[config.mk]
export PLATFORM = sky130hd
export DESIGN_NAME = next_prime_search_core
export DESIGN_NICKNAME = d
export VERILOG_FILES = /design/src/rtl/nps_pkg.sv /design/src/rtl/next_prime_search_core.sv
export VERILOG_INCLUDE_DIRS = /design/src /design/src/rtl
export SDC_FILE = /design/constraint.sdc
export NUM_CORES = 1
export LEC_CHECK = 0
export ABC_AREA = 1
export BUFFER_PORTS_ARGS = -buffer_cell sky130_fd_sc_hd__buf_2
export CAP_MARGIN = 20
export CORE_MARGIN = 8
export CORE_UTILIZATION = 35
export CTS_CLUSTER_SIZE = 40
export DETAILED_ROUTE_END_ITERATION = 12
export PLACE_DENSITY = 0.51
export REMOVE_ABC_BUFFERS = 1
export SYNTH_ARGS = -nofsm -noshare
export SYNTH_HDL_FRONTEND = slang
export SYNTH_SLANG_ARGS = --single-unit
[constraint.sdc]
create_clock -name clk -period 3.9 [get_ports clk]
set_input_delay 0.195 -clock clk [delete_from_list [all_inputs] [get_ports clk]]
set_output_delay 0.195 -clock clk [all_outputs]
set_load 0.01 [all_outputs]
[src/rtl/next_prime_search_core_defines.svh]
// Assertion macros for the next-prime search core.
// Used by next_prime_search_core.sv; no other dependencies.
`ifndef NEXT_PRIME_SEARCH_CORE_DEFINES_SVH
`define NEXT_PRIME_SEARCH_CORE_DEFINES_SVH

`ifndef SYNTHESIS

// Same-cycle implication, sampled on clk, off during reset
`define NPS_ASSERT_IMPL(label, clk, rst_n, ante, cons) \
    label: assert property (@(posedge clk) disable iff (!rst_n) (ante) |-> (cons)) \
        else $error("next_prime_search_core: same-cycle check failed");

// Next-cycle implication, sampled on clk, off during reset
`define NPS_ASSERT_NEXT(label, clk, rst_n, ante, cons) \
    label: assert property (@(posedge clk) disable iff (!rst_n) (ante) |=> (cons)) \
        else $error("next_prime_search_core: next-cycle check failed");

`else

`define NPS_ASSERT_IMPL(label, clk, rst_n, ante, cons)
`define NPS_ASSERT_NEXT(label, clk, rst_n, ante, cons)

`endif

`endif

[src/rtl/nps_pkg.sv]
// Shared types for the next-prime search core.
// No dependencies; used by next_prime_search_core.sv.
package nps_pkg;

    // Sequencer states, one-hot
    typedef enum logic [3:0] {
        ST_IDLE   = 4'b0001,
        ST_CHECK  = 4'b0010,
        ST_DIVIDE = 4'b0100,
        ST_EVAL   = 4'b1000
    } state_t;

endpackage

[src/rtl/next_prime_search_core.sv]
// Next-prime search core: smallest prime at or above a start value, by trial division.
// Depends on nps_pkg.sv and next_prime_search_core_defines.svh.
//
// A transfer is taken when start is high and busy is low; one result per transfer
// follows on prime_value/range_exceeded, marked by done for exactly one cycle and
// never held, so the receiver must take it then. Start values 0 and 1 answer in
// the next cycle (0 and 2). Otherwise each candidate is tested by divisors f = 2,
// 3 and upward while f*f <= candidate; one shared restoring divider forms
// candidate mod f one bit per cycle, and the search visits every candidate up to
// the prime found. range_exceeded is set, with prime_value 0, when no prime lies
// between the start value and 2^VALUE_WIDTH - 1. busy stays high for the whole
// search.
`include "next_prime_search_core_defines.svh"

module next_prime_search_core #(
    parameter int VALUE_WIDTH = 31
) (
    input  logic                   clk,
    input  logic                   rst_n,
    input  logic                   start,
    output logic                   busy,
    input  logic [VALUE_WIDTH-1:0] start_value,
    output logic                   done,
    output logic [VALUE_WIDTH-1:0] prime_value,
    output logic                   range_exceeded
);

    // Divisor width: holds floor(sqrt(2^W)) + 1
    localparam int DW = (VALUE_WIDTH + 1) / 2 + 1;
    // Step counter width: counts VALUE_WIDTH - 1 down to 0
    localparam int CW = $clog2(VALUE_WIDTH);

    nps_pkg::state_t state_reg, state_next;

    logic [VALUE_WIDTH-1:0] cand_reg, cand_next;
    logic [VALUE_WIDTH-1:0] dividend_reg, dividend_next;
    logic [DW-1:0]          div_reg, div_next;
    logic [VALUE_WIDTH:0]   sq_reg, sq_next;
    logic [DW-1:0]          rem_reg, rem_next;
    logic [CW-1:0]          step_reg, step_next;
    logic                   done_reg, done_next;
    logic [VALUE_WIDTH-1:0] prime_reg, prime_next;
    logic                   flag_reg, flag_next;

    // Shared divider datapath: shift in the next dividend bit, trial subtract
    logic [DW:0] shifted;
    logic [DW:0] diff;
    logic        fits;

    assign shifted = {rem_reg, dividend_reg[VALUE_WIDTH-1]};
    assign diff    = shifted - {1'b0, div_reg};
    assign fits    = shifted >= {1'b0, div_reg};

    // Sequencer
    always_comb
    begin
        state_next    = state_reg;
        cand_next     = cand_reg;
        dividend_next = dividend_reg;
        div_next      = div_reg;
        sq_next       = sq_reg;
        rem_next      = rem_reg;
        step_next     = step_reg;
        done_next     = 1'b0;
        prime_next    = prime_reg;
        flag_next     = flag_reg;

        unique case (state_reg)
            nps_pkg::ST_IDLE:
            begin
                if (start)
                begin
                    if (start_value == '0)
                    begin
                        done_next  = 1'b1;
                        prime_next = '0;
                        flag_next  = 1'b0;
                    end
                    else if (start_value == VALUE_WIDTH'(1))
                    begin
                        done_next  = 1'b1;
                        prime_next = VALUE_WIDTH'(2);
                        flag_next  = 1'b0;
                    end
                    else
                    begin
                        cand_next  = start_value;
                        div_next   = DW'(2);
                        sq_next    = (VALUE_WIDTH + 1)'(4);
                        state_next = nps_pkg::ST_CHECK;
                    end
                end
            end

            // Bound test f*f <= candidate; past it the candidate is prime
            nps_pkg::ST_CHECK:
            begin
                if (sq_reg > {1'b0, cand_reg})
                begin
                    done_next  = 1'b1;
                    prime_next = cand_reg;
                    flag_next  = 1'b0;
                    state_next = nps_pkg::ST_IDLE;
                end
                else
                begin
                    rem_next      = '0;
                    dividend_next = cand_reg;
                    step_next     = CW'(VALUE_WIDTH - 1);
                    state_next    = nps_pkg::ST_DIVIDE;
                end
            end

            // One remainder bit per cycle
            nps_pkg::ST_DIVIDE:
            begin
                rem_next      = fits ? diff[DW-1:0] : shifted[DW-1:0];
                dividend_next = {dividend_reg[VALUE_WIDTH-2:0], 1'b0};
                if (step_reg == '0)
                begin
                    state_next = nps_pkg::ST_EVAL;
                end
                else
                begin
                    step_next = step_reg - CW'(1);
                end
            end

            // Divisible: next candidate; else next divisor, (f+1)^2 = f^2 + 2f + 1
            nps_pkg::ST_EVAL:
            begin
                if (rem_reg == '0)
                begin
                    if (cand_reg == '1)
                    begin
                        done_next  = 1'b1;
                        prime_next = '0;
                        flag_next  = 1'b1;
                        state_next = nps_pkg::ST_IDLE;
                    end
                    else
                    begin
                        cand_next  = cand_reg + VALUE_WIDTH'(1);
                        div_next   = DW'(2);
                        sq_next    = (VALUE_WIDTH + 1)'(4);
                        state_next = nps_pkg::ST_CHECK;
                    end
                end
                else
                begin
                    div_next   = div_reg + DW'(1);
                    sq_next    = sq_reg + (VALUE_WIDTH + 1)'({div_reg, 1'b1});
                    state_next = nps_pkg::ST_CHECK;
                end
            end

            default:
            begin
                state_next = nps_pkg::ST_IDLE;
            end
        endcase
    end

    // Control registers
    always_ff @(posedge clk or negedge rst_n)
    begin
        if (!rst_n)
        begin
            state_reg <= nps_pkg::ST_IDLE;
            done_reg  <= 1'b0;
        end
        else
        begin
            state_reg <= state_next;
            done_reg  <= done_next;
        end
    end

    // Datapath registers
    always_ff @(posedge clk)
    begin
        cand_reg     <= cand_next;
        dividend_reg <= dividend_next;
        div_reg      <= div_next;
        sq_reg       <= sq_next;
        rem_reg      <= rem_next;
        step_reg     <= step_next;
        prime_reg    <= prime_next;
        flag_reg     <= flag_next;
    end

    assign busy           = (state_reg != nps_pkg::ST_IDLE);
    assign done           = done_reg;
    assign prime_value    = prime_reg;
    assign range_exceeded = flag_reg;

    // Checks
    `NPS_ASSERT_IMPL(a_done_idle, clk, rst_n, done, !busy)
    `NPS_ASSERT_IMPL(a_flag_zero, clk, rst_n, done && range_exceeded, prime_value == '0)
    `NPS_ASSERT_IMPL(a_rem_below_div, clk, rst_n,
        state_reg == nps_pkg::ST_DIVIDE || state_reg == nps_pkg::ST_EVAL, rem_reg < div_reg)
    `NPS_ASSERT_NEXT(a_search_starts, clk, rst_n,
        start && !busy && start_value > VALUE_WIDTH'(1), busy && !done)

endmodule

### Word-level counts from Yosys, hierarchy flattened

Cells that the tools add are included.

| cells by class | value |
|---|---|
| add/sub/neg operators | 5 |
| $lt $le $gt $ge | 2 |
| equality and inequality tests | 19 |
| mux-type cells | 55 |
| reductions and logical operators | 12 |

Operators by type and width:

| operator | number |
|---|---|
| 31-bit two-way mux | 12 |
| 32-bit two-way mux | 5 |
| 31-bit one-hot mux with 2 select lines | 2 |
| 17-bit two-way mux | 7 |
| 31-bit one-hot mux with 3 select lines | 1 |
| 17-bit one-hot mux with 2 select lines | 2 |
| 32-bit one-hot mux with 2 select lines | 1 |
| 32-bit by 18-bit adder with 32-bit output | 1 |
| 32-bit by 31-bit > comparator with 1-bit output | 1 |
| 31-bit by 1-bit adder with 31-bit output, second input constant | 1 |
| 31-bit by 1-bit equality test with 1-bit output, second input constant | 1 |
| 31-bit equality test, second input constant | 1 |
| 31-bit zero test | 1 |
| 4-bit two-way mux | 5 |
| 2-bit inequality test, second input constant | 10 |
| 18-bit by 17-bit greater-or-equal comparator with 1-bit output | 1 |
| 17-bit by 1-bit adder with 17-bit output, second input constant | 1 |
| 17-bit zero test | 1 |
| 17-bit subtractor | 1 |
| 4-bit one-hot mux with 4 select lines | 1 |
| 1-bit two-way mux | 12 |
| 6-bit AND reduction | 2 |
| 5-bit two-way mux | 2 |
| 5-bit one-hot mux with 2 select lines | 1 |
| other kinds (17) | 20 |

| word-level totals | value |
|---|---|
| bits in registers | 170 |
| bits of input ports | 34 |
| output and inout port bits | 34 |
| logic and storage cells | 103 |

### Logic depth before layout (Yosys ltp)

Gate-level depths: netlist (run 1).

| logic depth | value |
|---|---|
| word-level depth | 5 |
| depth in mapped cells | 16 |
| depth with buffers taken out | 16 |

### Worst setup path after synthesis (run 1)

Ideal clock, no wire load.

| timing | value |
|---|---|
| path type | register -> register |
| from | register cand_reg[0] |
| to | register div_reg[0], enable pin |
| arrival | 3.605 ns |
| path slack | -0.177 ns |
| stages on the path, launching flop included | 11 |
| path buffers | 0 |
| cells stage by stage | edfxtp_1 ha_1 nand3_2 nor2_2 nand2_2 nor2_4 nand2_4 nor2_8 nand2_4 nor3_4 a21oi_1 |

| on the way | value |
|---|---|
| word-level cells in the longest chain between the ends | 3 |

RTL lines:

| what | RTL line | RTL |
|---|---|---|
| from (decl) | next_prime_search_core.sv:35 | `logic [VALUE_WIDTH-1:0] cand_reg, cand_next;` |
| from (signal assigned) | next_prime_search_core.sv:182 | `cand_reg <= cand_next;` |
| 31-bit equality test | next_prime_search_core.sv:134 | `if (cand_reg == '1)` |
| 3-bit inequality test (no line) | - |  |
| 5-bit AND reduction (no line) | - |  |
| to (signal assigned) | next_prime_search_core.sv:184 | `div_reg <= div_next;` |
| to (decl) | next_prime_search_core.sv:37 | `logic [DW-1:0] div_reg, div_next;` |

No other way between the ends.
A chain may end at the register's enable or synchronous reset.

### Worst setup path in the final report (run 1)

| timing | value |
|---|---|
| from | register state_reg[0] |
| to | register div_reg[1] (data pin) |

| on the way | value |
|---|---|
| word-level cells in the longest chain between the ends | 2 |
| elaborated cells on any way between the ends | 3 |
| classes of those cells | 2 x eq/ne; 1 x mux |

RTL lines:

| what | RTL line | RTL |
|---|---|---|
| from (decl) | next_prime_search_core.sv:33 | `nps_pkg::state_t state_reg, state_next;` |
| from (signal assigned) | next_prime_search_core.sv:169 | `state_reg <= nps_pkg::ST_IDLE;` |
| from (signal assigned) | next_prime_search_core.sv:174 | `state_reg <= state_next;` |
| 4-bit equality test or 4-bit by 1-bit equality test with 1-bit output (tied branches) | next_prime_search_core.sv:68 | `unique case (state_reg)` |
| 17-bit one-hot mux with 2 select lines (*) | next_prime_search_core.sv:68 |  |

Mark *: on every way between the ends. The rest lies on a longest branch, timed or not.

==> impl_metrics.tcl, run 1 <==
set metrics [dict create \
    end_kind "flop" \
    drive_above_1_share_pct 12.9 \
    ys_seq_area_share_pct 45.0 \
    crit_path_frequent_cell "inv_2" \
    path_class "flop to flop" \
    most-common-layout-cells "nand2_1, nor2_1, edfxtp_1, inv_1" \
    antenna_left 0 \
    cpPeakStageDelay_ns 0.84 \
    hold_viol_final 0 \
    start_util_pct 35.1 \
    yosysWarnings 0 \
    arrival_ns 3.01 \
    num_rows 66 \
    grt_overflow_total 0 \
    antenna_found_initial 0 \
    grt_pass1_wl_mm 49.4 \
    finalPower_mw 9.52 \
    wl_per_cell_um 16.6 \
    clock_skew_ns 0.0102 \
    clock.fmax_mhz 357 \
    p_leak_nw 5.43 \
    die_w_um 196 \
    dp_hpwl_mm 23.9 \
    clk_latency_ns 0.45 \
    setup_viol 0 \
    reg2reg_from "state_reg[0]$_DFFE_PN1P_" \
    postSynthCellCount 1371 \
    drt_wl_total_mm 30.9 \
    worst-path-max-fanout 39 \
    crit_chain "nor2_1 > inv_2 > nor3_2 > buf_4 > inv_2 > nor2_1 > inv_2 > buf_4 > or2_1" \
    clk_pin_slew_ns 0.07 \
    design.die.area_sq_mm 0.0383 \
    peakVddDrop_uv 411 \
    ys_types 53 \
    core-area_sq_mm 0.0322 \
    cts_setup_buffers 0 \
    die_h_um 196 \
    first_iter_violations 526 \
    relSlewSlack_pct 27.1 \
    grt_max_degree 51 \
    reg2reg_depth 9 \
    area_growth_syn_to_layout_pct 12.3 \
    fin_area_sq_mm 0.0127 \
    drtPass1Iterations 5 \
    largest_reg_flops 32 \
    outcome "finished, final reports clean" \
    drv_slew 0 \
    ctsResizeCount 0 \
    ys_async_sr_fraction_pct 2.94 \
    grt_setup_unrepaired "no" \
    r2r-end "div_reg[1]$_SDFFCE_PN1P_" \
    htree_levels 4 \
    ys_ff_latch 170 \
    synth-main-ff-cell "edfxtp_1" \
    first_global_vias 9242 \
    cts_sinks 170 \
    cp-start-kind "flop" \
    cts_buffers 17 \
    slowest_stage "nor2_1" \
    min_period_ns 2.80 \
    cp_data_required_time_ns 4.10 \
    clk_path_buf_depth 2 \
    place_area_sq_mm 0.0121 \
    antennaDiodeCount 0 \
    io_buffers 67 \
    p_per_area_mw_per_mm2 750 \
    min_period_over_period_pct 71.8 \
    hold_class "input port to flop" \
    clockRootBuffer "clkbuf_16" \
    mostFrequentLayoutCell "nand2_1" \
    fin_util_pct 39.4 \
    vias 9306 \
    tightest_slew_ns 1.09 \
    syn_area_per_cell_sq_um 8.24 \
    final_nets 1545 \
    cts_tree "done" \
    drc 0 \
    fill_cells 3307 \
    r2r_setup_slack_ns 1.10 \
    worstSetupStartpoint "state_reg[0]$_DFFE_PN1P_" \
    syn_area_sq_mm 0.0113 \
    synth_edf_count 165 \
    max-cap-violations 0 \
    postCtsHoldBufs 1 \
    grtUsageTotal_pct 16.2 \
    ios 68 \
    gp_congestion 0.907 \
    via_per_inst 5.00 \
    crit_path_end "div_reg[1]$_SDFFCE_PN1P_" \
]
==> worst max-delay path: cells and delay by family, from the launching register on <==
kind          cells  cell delay (ns)
buf+inv           5             0.80
flops             1             0.38
simple gates      4             1.37
==> metrics by stage <==
step | TNS, ns | setup WS (ns) | cells | hold WS, ns
6_report | 0 | 1.10 | 1862 | 0.0519
3_5_place_dp | 0 | 1.07 | 1829 | 0.0148
2_1_floorplan | -43.78 | -0.893 | 1344 | -0.101
4_1_cts | 0 | 1.03 | 1862 | 0.0309
5_1_grt | 0 | 0.858 | 1862 | 0.0572
3_3_place_gp | 0 | 1.13 | 1829 | 0.0119
==> layer usage <==
layer,vias to the layer above,wire [um],global-route usage (%)
li1,4752,-,-
met1,4342,14300,20.6
met2,175,14700,27.7
met3,37,1140,2.55
met4,0,744,5.59
met5,-,0,0
==> logic make-up (layout without fill, tap and decap cells) <==
kind of cell               count (synthesis)  in the layout  share of synthesized area [%]
xor gates and xnor gates                  36             36                           2.79
buffers and inverters                    198            281                           6.97
adders and majority gates                 70             70                           7.88
and+or+nand+nor                          692            692                           27.6
AOI/OAI and AO/OA                        205            205                           9.76
DFF                                      170            170                           45.0
==> cells in the mapped netlist, types with 2 or more instances <==
cell	n	share of area (%)
a21o_1	6	0.40
a21oi_1	78	3.5
a31oi_1	8	0.44
buf_1	2	0.066
buf_2	12	0.53
buf_6	4	0.40
clkbuf_1	9	0.30
dfrtp_1	4	0.89
edfxtp_1	165	44
fa_1	2	0.35
ha_1	68	7.5
inv_1	150	5.0
inv_2	21	0.70
nand2_1	333	11
nand2_2	8	0.44
nand2_4	3	0.30
nand3_1	74	3.3
nand3_2	7	0.62
nand3b_1	2	0.13
nand4_1	24	1.3
nand4_2	3	0.33
nor2_1	172	5.7
nor2_2	8	0.44
nor2_4	4	0.40
nor3_1	22	0.97
nor3_2	5	0.44
nor3_4	3	0.43
nor3b_1	2	0.13
nor4_1	6	0.33
nor4_2	2	0.22
o21a_1	3	0.20
o21ai_0	77	3.4
o21ai_1	22	0.97
o21ai_2	5	0.39
or2_1	3	0.17
or2_2	3	0.17
xnor2_1	7	0.54
xor2_1	29	2.2
==> final cells by class <==
type / instances / area (sq um) / area share (%)
Timing Repair Buffer: 78 / 433 / 3.41
Multi-Input combinational cell: 1003 / 5450 / 42.9
Sequential cell: 170 / 5080 / 40.0
Clock inverter: 14 / 146 / 1.15
Inverter: 171 / 642 / 5.06
Tap cell: 408 / 510 / 4.02
Clock buffer: 18 / 429 / 3.38
==> power breakdown <==
| part | total, mW | switching, mW | internal (mW) |
|---|---|---|---|
| logic | 4.45 | 3.01 | 1.44 |
| clock network | 1.73 | 0.786 | 0.946 |
| registers | 3.34 | 0.525 | 2.82 |
| total | 9.52 | 4.32 | 5.21 |
==> worst min path at each step <==
| stage | depth (start not counted) | slack [ns] | start | to |
|---|---|---|---|---|
| finish | 3 | 0.05 | start_value[2] | cand_reg[2]$_DFFE_PP_ |
| global route | 3 | 0.06 | start_value[21] | cand_reg[21]$_DFFE_PP_ |
| CTS | 3 | 0.03 | start_value[2] | cand_reg[2]$_DFFE_PP_ |
| detailed placement | 1 | 0.01 | rst_n | done$_DFF_PN0_ |
| global placement | 1 | 0.01 | rst_n | done$_DFF_PN0_ |
| floorplan | 0 | -0.10 | rst_n | done$_DFF_PN0_ |
(Power assumes the default switching activity.)
==> run 2: changes to the inputs <==
- PLACE_DENSITY: 0.51 -> 0.49
- clock period: 3.9 -> 2.9 ns (I/O delays scaled with it)
==> run 2 against run 1 <==
Critical path depth increased by 2. Via count is 0.41% higher. Register-to-register slack worse by 0.78 ns. Sequential cell count unchanged. Largest cell class unchanged. Maximum frequency is 8.6% higher. Clock power up 29%. Cell count grew 0.54%. Clock skew is 0.0015 ns higher. Global-route usage increased by 0.45 points. Wire length up 0.65%. Clock-buffer cell count unchanged. Critical path type unchanged.
==> impl_metrics.tcl, run 2 (synthesis results as in run 1) <==
set metrics [dict create \
    use_met1_pct 21.6 \
    gp_congestion 0.910 \
    io_buffers 67 \
    cts_setup_buffers 0 \
    clk_path_buf_depth 2 \
    fin_util_pct 39.8 \
    cts_sinks 170 \
    largest_reg_flops 32 \
    cp_data_required_time_ns 3.01 \
    cpPeakStageDelay_ns 0.45 \
    grt_overflow_total 0 \
    die_h_um 196 \
    cell_internal_pwr_mw 7.09 \
    p_per_area_mw_per_mm2 1000 \
    drtPass1Iterations 5 \
    die_w_um 196 \
    cts_tree "done" \
    antenna_found_initial 0 \
    final_nets 1557 \
    switching_share_pct 45.0 \
    vias 9344 \
    ios 68 \
    num_rows 66 \
    min_period_ns 2.58 \
    most-common-layout-cells "nand2_1, nor2_1, edfxtp_1, inv_1" \
    worstPathBufferInverterCount 2 \
    cts_buffers 17 \
    arrival_ns 2.69 \
    antenna_left 0 \
    setup_viol 0 \
    power_frac_seq_pct 34.8 \
    drv_slew 0 \
    relSlewSlack_pct 43.1 \
    worst-path-max-fanout 48 \
    use_met2_pct 28.3 \
    hold_viol_final 0 \
    design.die.area_sq_mm 0.0383 \
    start_util_pct 35.1 \
    clk_pin_slew_ns 0.07 \
    htree_levels 4 \
    crit_path_frequent_cell "nand2_1" \
    drive_above_1_share_pct 13.0 \
    met3_usage_pct 2.88 \
    dp_hpwl_mm 24.1 \
    crit_family "simple AND/OR/NAND/NOR gates" \
    hold_class "input port to flop" \
    antennaDiodeCount 0 \
    pwr-share-clk_pct 17.3 \
    clockRootBuffer "clkbuf_16" \
    path_class "flop to flop" \
    end_kind "flop" \
    outcome "finished, final reports clean" \
    min_period_over_period_pct 88.9 \
    p_leak_nw 5.50 \
    mostFrequentLayoutCell "nand2_1" \
    drt_wl_total_mm 31.1 \
    top_usage_layer "met2" \
    via_per_inst 4.99 \
    area_growth_syn_to_layout_pct 13.5 \
    peakVddDrop_uv 486 \
    clk_latency_ns 0.44 \
    finalPower_mw 12.9 \
    tightest_slew_ns 0.850 \
    whs_ns 0.0228 \
    grt_max_degree 62 \
    clock.fmax_mhz 388 \
    combPwrFrac_pct 47.8 \
    grtUsageTotal_pct 16.7 \
    grt_pass1_wl_mm 50.6 \
    grt_setup_unrepaired "no" \
    core-area_sq_mm 0.0322 \
    crit_chain "inv_1 > ha_1 > nand2_1 > nor2_1 > nand4_1 > nor2_1 > nand2_1 > nand2_1 > nand2_1 > nand2_2 > buf_12" \
    max-cap-violations 0 \
    first_global_vias 9311 \
    wl_per_cell_um 16.6 \
    drc 0 \
    slowest_stage "edfxtp_1" \
    cp-start-kind "flop" \
    switching_power_mw 5.80 \
    clock_skew_ns 0.0117 \
    first_iter_violations 554 \
]
==> run 2: power by group through the flow <==
| stage | clock network (mW) | registers [mW] | logic, mW |
|---|---|---|---|
| after global routing | 2.40 | 4.59 | 7.08 |
| after CTS | 2.31 | 4.49 | 6.22 |
| after global placement | 0 | 4.52 | 6.16 |
| final | 2.23 | 4.49 | 6.17 |
| after floorplan | 0 | 4.35 | 4.43 |
| after detailed placement | 0 | 4.53 | 6.18 |
==> run 2: stage by stage <==
step | worst slack [ns] | TNS (ns) | cells | area, sq um
2_1_floorplan | -1.89 | -118.21 | 1344 | 11200
3_3_place_gp | 0.289 | 0 | 1834 | 12200
3_5_place_dp | 0.303 | 0 | 1834 | 12200
4_1_cts | 0.288 | 0 | 1872 | 12800
5_1_grt | 0.157 | 0 | 1872 | 12800
6_report | 0.322 | 0 | 1872 | 12800
==> run 2: area by class of cell <==
type	instances	area (sq um)
Tap cell	408	510
Sequential cell	170	5080
Clock inverter	12	125
Multi-Input combinational cell	1003	5460
Clock buffer	18	429
Fill cell	3301	19400
Timing Repair Buffer	90	591
Inverter	171	642
==> run 2: worst paths after layout <==
check	slack [ns]	to	start	cells past startpoint
setup / recovery	0.32	dividend_reg[0]$_SDFFCE_PP0P_	cand_reg[6]$_DFFE_PP_	11
hold / removal	0.02	cand_reg[28]$_DFFE_PP_	start_value[28]	3
setup reg to reg	0.32	dividend_reg[0]$_SDFFCE_PP0P_	cand_reg[6]$_DFFE_PP_	11
hold reg to reg	0.53	dividend_reg[12]$_DFFE_PP_	dividend_reg[11]$_DFFE_PP_	2
max in group asynchronous	2.63	state_reg[0]$_DFFE_PN1P_	rst_n	2
min in group asynchronous	0.06	done$_DFF_PN0_	rst_n	2
==> run 2: layer usage <==
layer | vias up | part of all wire [%]
li1 | 4768 | -
met1 | 4399 | 47
met2 | 150 | 48
met3 | 27 | 3.4
met4 | 0 | 1.6
met5 | - | 0
==> run 2: worst register-to-register path, stage by stage (launching register included) <==
cell	delay [ns]
edfxtp_1	0.45
inv_1	0.15
ha_1	0.30
nand2_1	0.07
nor2_1	0.16
nand4_1	0.15
nor2_1	0.23
nand2_1	0.13
nand2_1	0.08
nand2_1	0.10
nand2_2	0.11
buf_12	0.28
==> run 2: timing repair <==
| action | 4_1_cts | 5_1_grt |
|---|---|---|
| resized for setup | 0 | 0 |
| hold buffers | 8 | 0 |
| hold endpoints to repair | 12 | 0 |
